`src/rtl/core/bstk_pkg.sv`:
```
// shared types and constants of the bounded stack with sort
package bstk_pkg;

  localparam int unsigned DEPTH  = 16;
  localparam int unsigned WORD_W = 32;
  localparam int unsigned IDX_W  = (DEPTH > 1) ? $clog2(DEPTH) : 1;
  localparam int unsigned CNT_W  = $clog2(DEPTH + 1);

  typedef logic signed [WORD_W-1:0] word_t;

  typedef enum logic [1:0] {
    OP_PUSH = 2'd0,
    OP_POP  = 2'd1,
    OP_VIEW = 2'd2,
    OP_SORT = 2'd3
  } op_e;

  typedef enum logic [1:0] {
    ST_OK    = 2'd0,
    ST_EMPTY = 2'd1,
    ST_FULL  = 2'd2
  } status_e;

  typedef enum logic [2:0] {
    S_IDLE,
    S_POP,
    S_VIEW,
    S_VIEW_END,
    S_SORT_RD,
    S_SORT_V,
    S_SORT_CMP,
    S_SORT_PUT
  } state_e;

  typedef struct packed {
    op_e   op;
    word_t push_value;
  } in_t;

  typedef struct packed {
    status_e status;
    word_t   word;
    logic    last;
  } out_t;

  typedef struct packed {
    logic             we;
    logic [IDX_W-1:0] waddr;
    word_t            wdata;
    logic [IDX_W-1:0] raddr;
  } mem_req_t;

endpackage

```
`src/rtl/core/bstk_ram.sv`:
```
// entry memory: one write port, one read port, registered read data
module bstk_ram (
  input  logic              clk_i,
  input  bstk_pkg::mem_req_t req_i,
  output bstk_pkg::word_t   rdata_o
);
  import bstk_pkg::*;

  word_t mem_q [DEPTH];
  word_t rdata_q;

  always_ff @(posedge clk_i) begin
    if (req_i.we) begin
      mem_q[req_i.waddr] <= req_i.wdata;
    end
    rdata_q <= mem_q[req_i.raddr];
  end

  assign rdata_o = rdata_q;

endmodule

```
`src/rtl/core/bstk_ctrl.sv`:
```
// stack sequencer: push, pop, view walk and insertion sort over the entry memory
module bstk_ctrl (
  input  logic               clk_i,
  input  logic               rst_ni,
  input  logic               start,
  output logic               busy,
  input  bstk_pkg::in_t      item_i,
  output logic               valid_o,
  output bstk_pkg::out_t     result_o,
  output bstk_pkg::mem_req_t mem_req_o,
  input  bstk_pkg::word_t    rdata_i
);
  import bstk_pkg::*;

  state_e           state_q, state_d;
  logic [CNT_W-1:0] cnt_q, cnt_d;
  logic [CNT_W-1:0] ptr_q, ptr_d;
  logic [IDX_W-1:0] j_q, j_d;
  word_t            v_q, v_d;
  logic             pend_q, pend_d;
  logic             pend_last_q, pend_last_d;
  logic             valid_q, valid_d;
  out_t             res_q, res_d;

  logic             accept;
  logic             full;
  logic             empty;
  logic             greater;
  logic             sort_end;
  logic [CNT_W-1:0] ptr_inc;
  logic [IDX_W-1:0] ptr_idx;
  logic [IDX_W-1:0] top_idx;

  assign busy     = (state_q != S_IDLE);
  assign accept   = start && !busy;
  assign full     = (cnt_q == CNT_W'(DEPTH));
  assign empty    = (cnt_q == '0);
  assign greater  = (rdata_i > v_q);
  assign ptr_inc  = ptr_q + CNT_W'(1);
  assign sort_end = (ptr_inc >= cnt_q);
  assign ptr_idx  = ptr_q[IDX_W-1:0];
  assign top_idx  = IDX_W'(cnt_q - CNT_W'(1));

  // next state
  always_comb begin
    state_d = state_q;
    case (state_q)
      S_IDLE: begin
        if (accept) begin
          case (item_i.op)
            OP_POP:  if (!empty) state_d = S_POP;
            OP_VIEW: if (!empty) state_d = S_VIEW;
            OP_SORT: if (cnt_q > CNT_W'(1)) state_d = S_SORT_RD;
            default: state_d = S_IDLE;
          endcase
        end
      end
      S_POP:      state_d = S_IDLE;
      S_VIEW:     if (ptr_q == '0) state_d = S_VIEW_END;
      S_VIEW_END: state_d = S_IDLE;
      S_SORT_RD:  state_d = S_SORT_V;
      S_SORT_V:   state_d = S_SORT_CMP;
      S_SORT_CMP: begin
        if (greater) begin
          if (j_q == IDX_W'(1)) state_d = S_SORT_PUT;
        end else begin
          state_d = sort_end ? S_IDLE : S_SORT_RD;
        end
      end
      S_SORT_PUT: state_d = sort_end ? S_IDLE : S_SORT_RD;
      default:    state_d = S_IDLE;
    endcase
  end

  // datapath and memory requests
  always_comb begin
    cnt_d       = cnt_q;
    ptr_d       = ptr_q;
    j_d         = j_q;
    v_d         = v_q;
    pend_d      = 1'b0;
    pend_last_d = 1'b0;
    valid_d     = 1'b0;
    res_d       = res_q;
    mem_req_o   = '0;

    case (state_q)
      S_IDLE: begin
        if (accept) begin
          case (item_i.op)
            OP_PUSH: begin
              valid_d = 1'b1;
              if (full) begin
                res_d = '{status: ST_FULL, word: '0, last: 1'b1};
              end else begin
                mem_req_o.we    = 1'b1;
                mem_req_o.waddr = cnt_q[IDX_W-1:0];
                mem_req_o.wdata = item_i.push_value;
                cnt_d           = cnt_q + CNT_W'(1);
                res_d           = '{status: ST_OK, word: '0, last: 1'b1};
              end
            end
            OP_POP: begin
              if (empty) begin
                valid_d = 1'b1;
                res_d   = '{status: ST_EMPTY, word: '0, last: 1'b1};
              end else begin
                mem_req_o.raddr = top_idx;
                cnt_d           = cnt_q - CNT_W'(1);
              end
            end
            OP_VIEW: begin
              if (empty) begin
                valid_d = 1'b1;
                res_d   = '{status: ST_EMPTY, word: '0, last: 1'b1};
              end else begin
                ptr_d = cnt_q - CNT_W'(1);
              end
            end
            OP_SORT: begin
              if (empty) begin
                valid_d = 1'b1;
                res_d   = '{status: ST_EMPTY, word: '0, last: 1'b1};
              end else if (cnt_q == CNT_W'(1)) begin
                valid_d = 1'b1;
                res_d   = '{status: ST_OK, word: '0, last: 1'b1};
              end else begin
                ptr_d = CNT_W'(1);
              end
            end
            default: valid_d = 1'b0;
          endcase
        end
      end
      S_POP: begin
        valid_d = 1'b1;
        res_d   = '{status: ST_OK, word: rdata_i, last: 1'b1};
      end
      S_VIEW: begin
        mem_req_o.raddr = ptr_idx;
        pend_d          = 1'b1;
        pend_last_d     = (ptr_q == '0);
        if (ptr_q != '0) ptr_d = ptr_q - CNT_W'(1);
      end
      S_SORT_RD: begin
        mem_req_o.raddr = ptr_idx;
      end
      S_SORT_V: begin
        v_d             = rdata_i;
        j_d             = ptr_idx;
        mem_req_o.raddr = ptr_idx - IDX_W'(1);
      end
      S_SORT_CMP: begin
        mem_req_o.we = 1'b1;
        if (greater) begin
          mem_req_o.waddr = j_q;
          mem_req_o.wdata = rdata_i;
          mem_req_o.raddr = j_q - IDX_W'(2);
          j_d             = j_q - IDX_W'(1);
        end else begin
          mem_req_o.waddr = j_q;
          mem_req_o.wdata = v_q;
          ptr_d           = ptr_inc;
          if (sort_end) begin
            valid_d = 1'b1;
            res_d   = '{status: ST_OK, word: '0, last: 1'b1};
          end
        end
      end
      S_SORT_PUT: begin
        mem_req_o.we    = 1'b1;
        mem_req_o.waddr = j_q;
        mem_req_o.wdata = v_q;
        ptr_d           = ptr_inc;
        if (sort_end) begin
          valid_d = 1'b1;
          res_d   = '{status: ST_OK, word: '0, last: 1'b1};
        end
      end
      default: valid_d = 1'b0;
    endcase

    // view data returns in the cycle after its read
    if (pend_q) begin
      valid_d = 1'b1;
      res_d   = '{status: ST_OK, word: rdata_i, last: pend_last_q};
    end
  end

  always_ff @(posedge clk_i or negedge rst_ni) begin
    if (!rst_ni) begin
      state_q     <= S_IDLE;
      cnt_q       <= '0;
      ptr_q       <= '0;
      j_q         <= '0;
      pend_q      <= 1'b0;
      pend_last_q <= 1'b0;
      valid_q     <= 1'b0;
    end else begin
      state_q     <= state_d;
      cnt_q       <= cnt_d;
      ptr_q       <= ptr_d;
      j_q         <= j_d;
      pend_q      <= pend_d;
      pend_last_q <= pend_last_d;
      valid_q     <= valid_d;
    end
  end

  always_ff @(posedge clk_i) begin
    v_q   <= v_d;
    res_q <= res_d;
  end

  assign valid_o  = valid_q;
  assign result_o = res_q;

endmodule

```
`src/rtl/core/bounded_stack_with_sort.sv`:
```
// top level of the bounded stack with in-place descending sort
//
// Input channel: an item (op, push_value) transfers at a rising edge with start
// high and busy low. Results leave on result_o, each valid for exactly one
// cycle with valid_o high; the receiver takes every result and cannot stall.
// Behaviour per operation:
//   push, and any operation on an empty stack: busy stays low
//   pop: busy in S_POP, where the read data of the top entry arrives
//   view of n entries: one result per cycle, top first, last set on the
//     bottom entry; busy through S_VIEW and S_VIEW_END
//   sort of n entries: insertion sort through the single-write entry memory;
//     per entry S_SORT_RD and S_SORT_V read it, S_SORT_CMP shifts each larger
//     entry up one place, S_SORT_PUT or the last compare writes the entry
// The stored words sit in a memory with registered read data; every step that
// needs an entry issues its read address in the state before.
// Reset empties the stack at once; no clearing pass, the words are never
// read before they are written.
module bounded_stack_with_sort (
  input  logic           clk_i,
  input  logic           rst_ni,
  input  logic           start,
  output logic           busy,
  input  bstk_pkg::in_t  item_i,
  output logic           valid_o,
  output bstk_pkg::out_t result_o
);
  import bstk_pkg::*;

  mem_req_t mem_req;
  word_t    rdata;

  bstk_ctrl u_ctrl (
    .clk_i     (clk_i),
    .rst_ni    (rst_ni),
    .start     (start),
    .busy      (busy),
    .item_i    (item_i),
    .valid_o   (valid_o),
    .result_o  (result_o),
    .mem_req_o (mem_req),
    .rdata_i   (rdata)
  );

  bstk_ram u_ram (
    .clk_i   (clk_i),
    .req_i   (mem_req),
    .rdata_o (rdata)
  );

endmodule

```
`config.mk`:
```
export PLATFORM = sky130hd
export DESIGN_NAME = bounded_stack_with_sort
export DESIGN_NICKNAME = d
export VERILOG_FILES = /design/src/rtl/core/bstk_pkg.sv /design/src/rtl/core/bstk_ram.sv /design/src/rtl/core/bstk_ctrl.sv /design/src/rtl/core/bounded_stack_with_sort.sv
export SDC_FILE = /design/constraint.sdc
export NUM_CORES = 1
export LEC_CHECK = 0
export BUFFER_PORTS_ARGS = -buffer_cell sky130_fd_sc_hd__buf_2
export CORE_ASPECT_RATIO = 1.5
export CORE_MARGIN = 2
export CORE_UTILIZATION = 50
export CTS_BUF_LIST = sky130_fd_sc_hd__clkbuf_2
export DETAILED_ROUTE_END_ITERATION = 10
export PLACE_DENSITY = 0.69
export SLEW_MARGIN = 20
export SYNTH_ARGS = -nofsm -noshare
export SYNTH_HDL_FRONTEND = slang
export SYNTH_SLANG_ARGS = --single-unit
```
`constraint.sdc`:
```
create_clock -name clk_i -period 4.2 [get_ports clk_i]
set_clock_uncertainty 0.1 [all_clocks]
set_input_delay 0.42 -clock clk_i [delete_from_list [all_inputs] [get_ports clk_i]]
set_output_delay 0.42 -clock clk_i [all_outputs]
set_load 0.1 [all_outputs]
```
==> metrics.md, run 1 <==
| Metric | Value |
|---|---|
| Via count | `18,700` |
| Mux share of post-synthesis cell area | `2.08%` |
| Hpwl dp | `43,800 um` |
| Share of layout cells above drive strength 1 | `23.7%` |
| Area leader, netlist | `edfxtp_1` |
| Global Route Usage Sum | `27.0%` |
| Nets@finish | `2,314` |
| Fmax | `0.225 GHz` |
| Fin area | `31,500 um2` |
| First-pass GRT wire length | `110,000 um` |
| Clock Sinks | `631` |
| Crit Path Category | `reg -> reg` |
| Max Cap Violations | `0` |
| GRT overflow | `0` |
| Critical-path top delay cell | `a21oi_1` |
| Clock transition at path regs | `130 ps` |
| Post-DR vias/cell | `6.18` |
| CTS Buf Count | `139` |
| Actual slew at the worst max-slew pin | `1150 ps` |
| Die area | `55,400 um2` |
| GP Congestion | `0.902` |
| Period minus WS final | `4430 ps` |
| Clock Tree Buf Depth | `3` |
| Root Buffer | `clkbuf_2` |
| Hold Path Class | `in -> reg` |
| Failing checks | `negative setup slack` |
| Rows | `103` |
| CP peak stage delay | `890 ps` |
| Hold Vio Cnt, Final | `0` |
| Async set-or-reset flop fraction in the synthesized netlist | `3.17%` |
| Main combinational cell family by area after synthesis | `compound AO/OA/AOI/OAI gates` |
| Required @ worst endpoint | `4900 ps` |
| Antenna violations before repair | `6` |
| Period utilization | `106%` |
| CTS tree | `built` |
| Synth-to-Final Area Change | `17.8%` |
| CP arrival | `5140 ps` |
| Core Footprint | `52,800 um2` |
| DP Worst Slack | `-171 ps` |
| Most common cell after layout, fill and taps aside | `edfxtp_1` |
| Cells after synthesis | `1,938` |
| EDFF count, synth | `577` |
| Worst Slack Setup Final | `-235 ps` |
| LEAKAGE | `0.0117 uW` |
| Post-synthesis adder-cell area fraction | `2.43%` |
| Status | `complete, but fails checks` |
| Simple-gate share of the synthesized area | `9.01%` |
| DRC Markers | `0` |
| Finished Layout Cells | `3,020` |
| Commonest cells after routing, fill and taps aside | `577 x edfxtp_1, 218 x nand2_1, 214 x clkbuf_2` |
| Area post-placement | `28,900 um2` |
| Iter 0 DRT Violations | `2,039` |
| Post-synth top area share | `64.7%` |
| # IOs | `74` |
| Crit path cell chain | `ha_1 -> a21oi_1 -> a2111oi_4 -> a211o_4 -> or2_4 -> and2_4 -> nor3_4 -> nor2_4 -> buf_8 -> a222oi_1 -> inv_2 -> buf_2` |
| Post-synth top flop | `edfxtp_1` |
| Pwr/cell area | `719 nW/um2` |
| Initial core utilization | `50.7%` |
| Chip height | `287 um` |
| CTS HTree Levels | `4` |
| Endpoint class of the critical path | `flip-flop` |
| Mean Syn Cell Area | `13.8 um2` |
| Seq/Total Area, Yosys | `69.1%` |
| Placed Cells | `2,680` |
| Crit-path max FO | `5` |
| DRT Pass-1 Iters | `6` |
| Max_slew headroom | `23.2%` |
| Unique masters post-synth | `62` |
| Final ANT Viol Nets | `0` |
| Largest net degree at the start of global routing | `93` |
| Buf/Inv on CP | `3` |
| Final Max Tran Viols | `0` |
| Synth area leaders | `edfxtp_1 65%, a221oi_1 4.0%, nand2_1 3.1%, dfxtp_1 2.5%, a21oi_1 2.4%` |
| Die Width | `193 um` |
| Syn nets | `2,027` |
| Crit path max-delay family | `compound AO/OA/AOI/OAI gates` |
| Setup violators final | `302` |
| Peak VDD IR | `1.39 mV` |
| Post-Route WL | `78,300 um` |
| Port-buffer cells | `73` |
| FF+latch count, synth | `631` |
| Vias in the first global route | `18,400` |
| Ys Warns | `0` |
| Per-cell routed wire length | `25.9 um` |
| Skew-Pair Late Insertion Delay | `1160 ps` |
| Worst setup SP type | `flip-flop` |
| Synthesized area | `26,800 um2` |
| Synth Area in XOR/XNOR | `0.360%` |
| Synth Area in Compound Gates | `13.8%` |
## cell type report
class	count	area, um2
clock inverters	39	320
multi-input cells	1100	7770
repair buffers	280	2720
clock buffers	214	1070
diodes	1	2.50
flip-flops and latches	631	18500
well taps	682	853
fillers	4020	21300
inverters	73	274
## worst paths after layout
path,start,end,slack (ps),depth (start not counted)
worst min register to register,u_ram.rdata_o[15],u_ctrl.v_q[15],380,0
min in group asynchronous,rst_ni,u_ctrl.ptr_q[1],390,4
worst min-delay path,item_i[1],u_ram.mem_q[14][1],270,5
max in group asynchronous,rst_ni,u_ctrl.pend_last_q,3220,4
worst max-delay path,u_ram.rdata_o[3],u_ram.mem_q[2][14],-230,12
worst max register to register,u_ram.rdata_o[3],u_ram.mem_q[2][14],-230,12
## worst register-to-register path: cells and delay by family (launching register included)
kind                       cells  cell delay (ps)
AOI/OAI and AO/OA              4             2060
and+or+nand+nor                4              710
DFF                            1              370
buffers and inverters          3              510
adders and majority gates      1              350
## metrics by stage
stage | util [%] | power [uW] | hold slack [ps] | setup TNS [ps]
final | 59.7 | 22700 | 265 | -21750
after floorplan | - | 14600 | 24.4 | 0
after global routing | 59.7 | 23700 | 237 | -78060
after global placement | 54.8 | 17600 | 312 | -1380
after detailed placement | 54.8 | 17800 | 323 | -2960
after CTS | 58.4 | 22100 | 166 | 0
## flip-flops by register name, indices dropped and copies added (netlist names)
signal	flops
u_ctrl.v_q	32
u_ctrl.pend_last_q	1
u_ram.rdata_o	32
u_ram.mem_q	512
u_ctrl.cnt_q	5
u_ctrl.ptr_q	5
u_ctrl.valid_o	1
u_ctrl.state_q	3
u_ctrl.j_q	4
u_ctrl.result_o	35
u_ctrl.pend_q	1
## report_power, final
group	internal [uW]	total [uW]	switching, uW
sequential	7850	8390	544
combinational	3600	10200	6620
clock	1670	4060	2380
total	13100	22700	9550
## logic make-up after synthesis
logic type / Yosys count
flops: 631
compound gates: 494
simple gates: 484
buf+inv: 211
mux: 55
fa+ha+maj: 52
xor+xnor: 11
## layer usage
metal,GRT usage (%),up-vias,wire [um]
met5,0,-,56
met3,5.96,255,7620
met2,44.6,1086,38600
li1,-,8177,-
met4,15.0,8,4490
met1,32.8,9140,27600
## synth_stat cells (31+ instances only)
library cell and n:
a311o_1 32, mux2i_1 51, dfxtp_1 34, and2_1 102, o32ai_1 33, o21ai_0 42, a221oi_1 122, clkbuf_1 97
nor2_1 38, ha_1 52, a21boi_0 34, nand2_1 219, edfxtp_1 577, o31ai_1 31, a21oi_1 131, nor2b_1 38
and3_1 34, inv_1 73
## what timing repair did
item	CTS	global route
buffers inserted	9	20
setup endpoints to repair	58	426
resized for setup	6	42
gates cloned	4	14
pin swaps	3	26
hold buffers	38	1
hold endpoints to repair	545	20
(Power assumes the default switching activity.)
==> run 2, diff against run 1 <==
Settings changed: PLACE_DENSITY 0.69 to 0.7.
==> run 2 against run 1 <==
Against the previous run: the flow finishes with violations (design-rule violations, negative setup slack); sequential share of layout area rose by 0.38 points; cell count fell by 0.66%; maximum frequency rose by 4.6%; largest cell class unchanged; utilization fell by 0.40 points; sequential power fell by 0.6%; wire length fell by 4.3%; total power fell by 0.95%; critical path depth rose by 4; register-to-register slack improved by 200 ps; first-iteration DRC count rose by 8.5%.
==> metrics.md, run 2 (synthesis results as in run 1) <==
| Metric | Value |
|---|---|
| Share of layout cells above drive strength 1 | `22.8% (-0.87 points)` |
| Crit path cell chain | `inv_1 -> ha_1 -> a21oi_1 -> o21ai_0 -> a221o_1 -> a211o_1 -> buf_4 -> or2_4 -> and2_4 -> nor3_4 -> nor2_2 -> buf_6 -> a222oi_1 -> buf_4 -> inv_1 -> buf_6` |
| Max Cap Violations | `0 (unchanged)` |
| Sequential cell area | `18,500 um2 (about the same)` |
| Hpwl dp | `40,800 um (-6.8%)` |
| Hold Path Class | `in -> reg` |
| DP Worst Slack | `-188 ps (-16.9 ps)` |
| Metal3 WL | `7150 um (-6.1%)` |
| Post-layout util | `59.3% (-0.40 points)` |
| Skew-Pair Late Insertion Delay | `1160 ps (about the same)` |
| Max_slew headroom | `30.3% (+7.1 points)` |
| Pwr/cell area | `717 nW/um2 (-0.28%)` |
| Clock transition at path regs | `110 ps (-20 ps)` |
| Initial core utilization | `50.7% (unchanged)` |
| Antenna violations before repair | `2 (-4)` |
| Via count | `18,700 (-0.011%)` |
| Chip height | `287 um (unchanged)` |
| Critical-path top delay cell | `a222oi_1` |
| Endpoint class of the critical path | `flip-flop` |
| Global Route Usage Sum | `25.9% (-1.1 points)` |
| Vias in the first global route | `18,000 (-2.4%)` |
| Synth-to-Final Area Change | `17.0%` |
| Largest net degree at the start of global routing | `84 (-9.7%)` |
| Commonest cells after routing, fill and taps aside | `577 x edfxtp_1, 218 x nand2_1, 214 x clkbuf_2` |
| Met1 WL | `27,600 um (about the same)` |
| Post-Route WL | `74,900 um (-4.3%)` |
| Max Used Layer | `met4` |
| CP arrival | `4980 ps (-160 ps)` |
| Status | `complete, but fails checks` |
| Most flops, register | `u_ram.mem_q` |
| Iter 0 DRT Violations | `2,212 (+8.5%)` |
| Period utilization | `101% (-4.7 points)` |
| Final Max Tran Viols | `0 (unchanged)` |
| Core Footprint | `52,800 um2 (unchanged)` |
| Rows | `103 (unchanged)` |
| # IOs | `74 (unchanged)` |
| Worst Slack Setup Final | `-38.9 ps (+196 ps)` |
| Setup violators final | `16 (-95%)` |
| Final ANT Viol Nets | `0 (unchanged)` |
| Hold Vio Cnt, Final | `0 (unchanged)` |
| Per-cell routed wire length | `25.0 um (-3.7%)` |
| Worst setup SP type | `flip-flop` |
| Most common cell after layout, fill and taps aside | `edfxtp_1` |
| GRT overflow | `0 (unchanged)` |
| CTS Buf Count | `141 (+1.4%)` |
| Root Buffer | `clkbuf_2` |
| Crit-path max FO | `16 (+11)` |
| Actual slew at the worst max-slew pin | `1040 ps (-111 ps)` |
| Period minus WS final | `4240 ps (-196 ps)` |
| Clock Sinks | `631 (unchanged)` |
| DRT Pass-1 Iters | `11 (+5)` |
| LEAKAGE | `0.0115 uW (-1.2%)` |
| Clock Tree Buf Depth | `3 (unchanged)` |
| Die Width | `193 um (unchanged)` |
| Area post-placement | `28,800 um2 (-0.53%)` |
| Crit Path Category | `reg -> reg` |
| First-pass GRT wire length | `106,000 um (-3.4%)` |
| CTS tree | `built` |
| CTS HTree Levels | `4 (unchanged)` |
| Multi-input gate area | `7800 um2 (+0.31%)` |
| # fillers | `4,018 (-0.050%)` |
| Required @ worst endpoint | `4940 ps (+40 ps)` |
| Die area | `55,400 um2 (unchanged)` |
| Nets@finish | `2,297 (-0.73%)` |
| Port-buffer cells | `73 (unchanged)` |
| WHS | `286 ps (+20.6 ps)` |
| Failing checks | `design-rule violations, negative setup slack` |
| Worst R2R Setup Slack | `-40 ps (+200 ps)` |
| CP peak stage delay | `720 ps (-170 ps)` |
| GP Congestion | `0.919 (+1.8%)` |
| Post-DR vias/cell | `6.22 (+0.66%)` |
| Met2 WL | `37,200 um (-3.4%)` |
| Largest register FFs | `512 (unchanged)` |
| Fin area | `31,300 um2 (-0.67%)` |
| Fmax | `0.236 GHz (+4.6%)` |
| Peak VDD IR | `0.915 mV (-34%)` |
| Post-route setup TNS | `-376 ps (+21,370 ps)` |
| DRC Markers | `1 (+1)` |
## run 2: cell count changes in the layout (fill, tap and decap cells not counted), sizes merged, moves of 2 or more
cell    before  now
clkinv      31   29
nand2      221  223
and2       104  102
bufbuf       2    0
inv         74   76
buf        230  214
## run 2: through the flow
step,cells,total power (uW)
after floorplan,1938,14600
after detailed placement,2668,17700
final,3000,22500
after global routing,3000,23500
after global placement,2668,17500
after CTS,2969,21800
## run 2: cell type report
cell class	count	share of cell area, %
Multi-Input combinational cell	1099	24.9
Sequential cell	631	59.1
Clock inverter	38	0.935
Timing Repair Buffer	262	8.04
Clock buffer	214	3.42
Antenna cell	1	0.00799
Inverter	73	0.875
Tap cell	682	2.72
## run 2: what timing repair did
action,in CTS,in global routing
endpoints found under the setup margin,92,211
endpoints found under the hold margin,558,19
setup buffers,7,18
gates cloned,3,11
hold buffers,39,1
pin swaps,6,13
resized for setup,9,42
## run 2: report_power, final
| part | internal [uW] | switching [uW] |
|---|---|---|
| registers | 7840 | 494 |
| logic | 3540 | 6570 |
| clock network | 1660 | 2350 |
| total | 13000 | 9410 |
## run 2: critical path, delay by kind of cell, from the launching register on
kind                       cells  cell delay [ps]
adders and majority gates      1              250
DFF                            1              420
and+or+nand+nor                4              620
buffers and inverters          6              830
AOI/OAI and AO/OA              5             1750
## run 2: layer usage
metal | GRT usage, % | vias to the layer above
met2 | 43.5 | 1141
met4 | 12.6 | 0
met3 | 4.27 | 195
met5 | 0 | -
met1 | 32.7 | 9196
li1 | - | 8132
## run 2: worst paths after layout
check	start	cells past startpoint	end
worst max register to register	u_ctrl.v_q[15]	16	u_ram.mem_q[10][7]
worst max-delay path	u_ctrl.v_q[15]	16	u_ram.mem_q[10][7]
worst min register to register	u_ram.rdata_o[16]	0	u_ctrl.v_q[16]
worst min-delay path	item_i[3]	5	u_ram.mem_q[2][3]
max in group asynchronous	rst_ni	4	u_ctrl.cnt_q[3]
min in group asynchronous	rst_ni	4	u_ctrl.ptr_q[4]
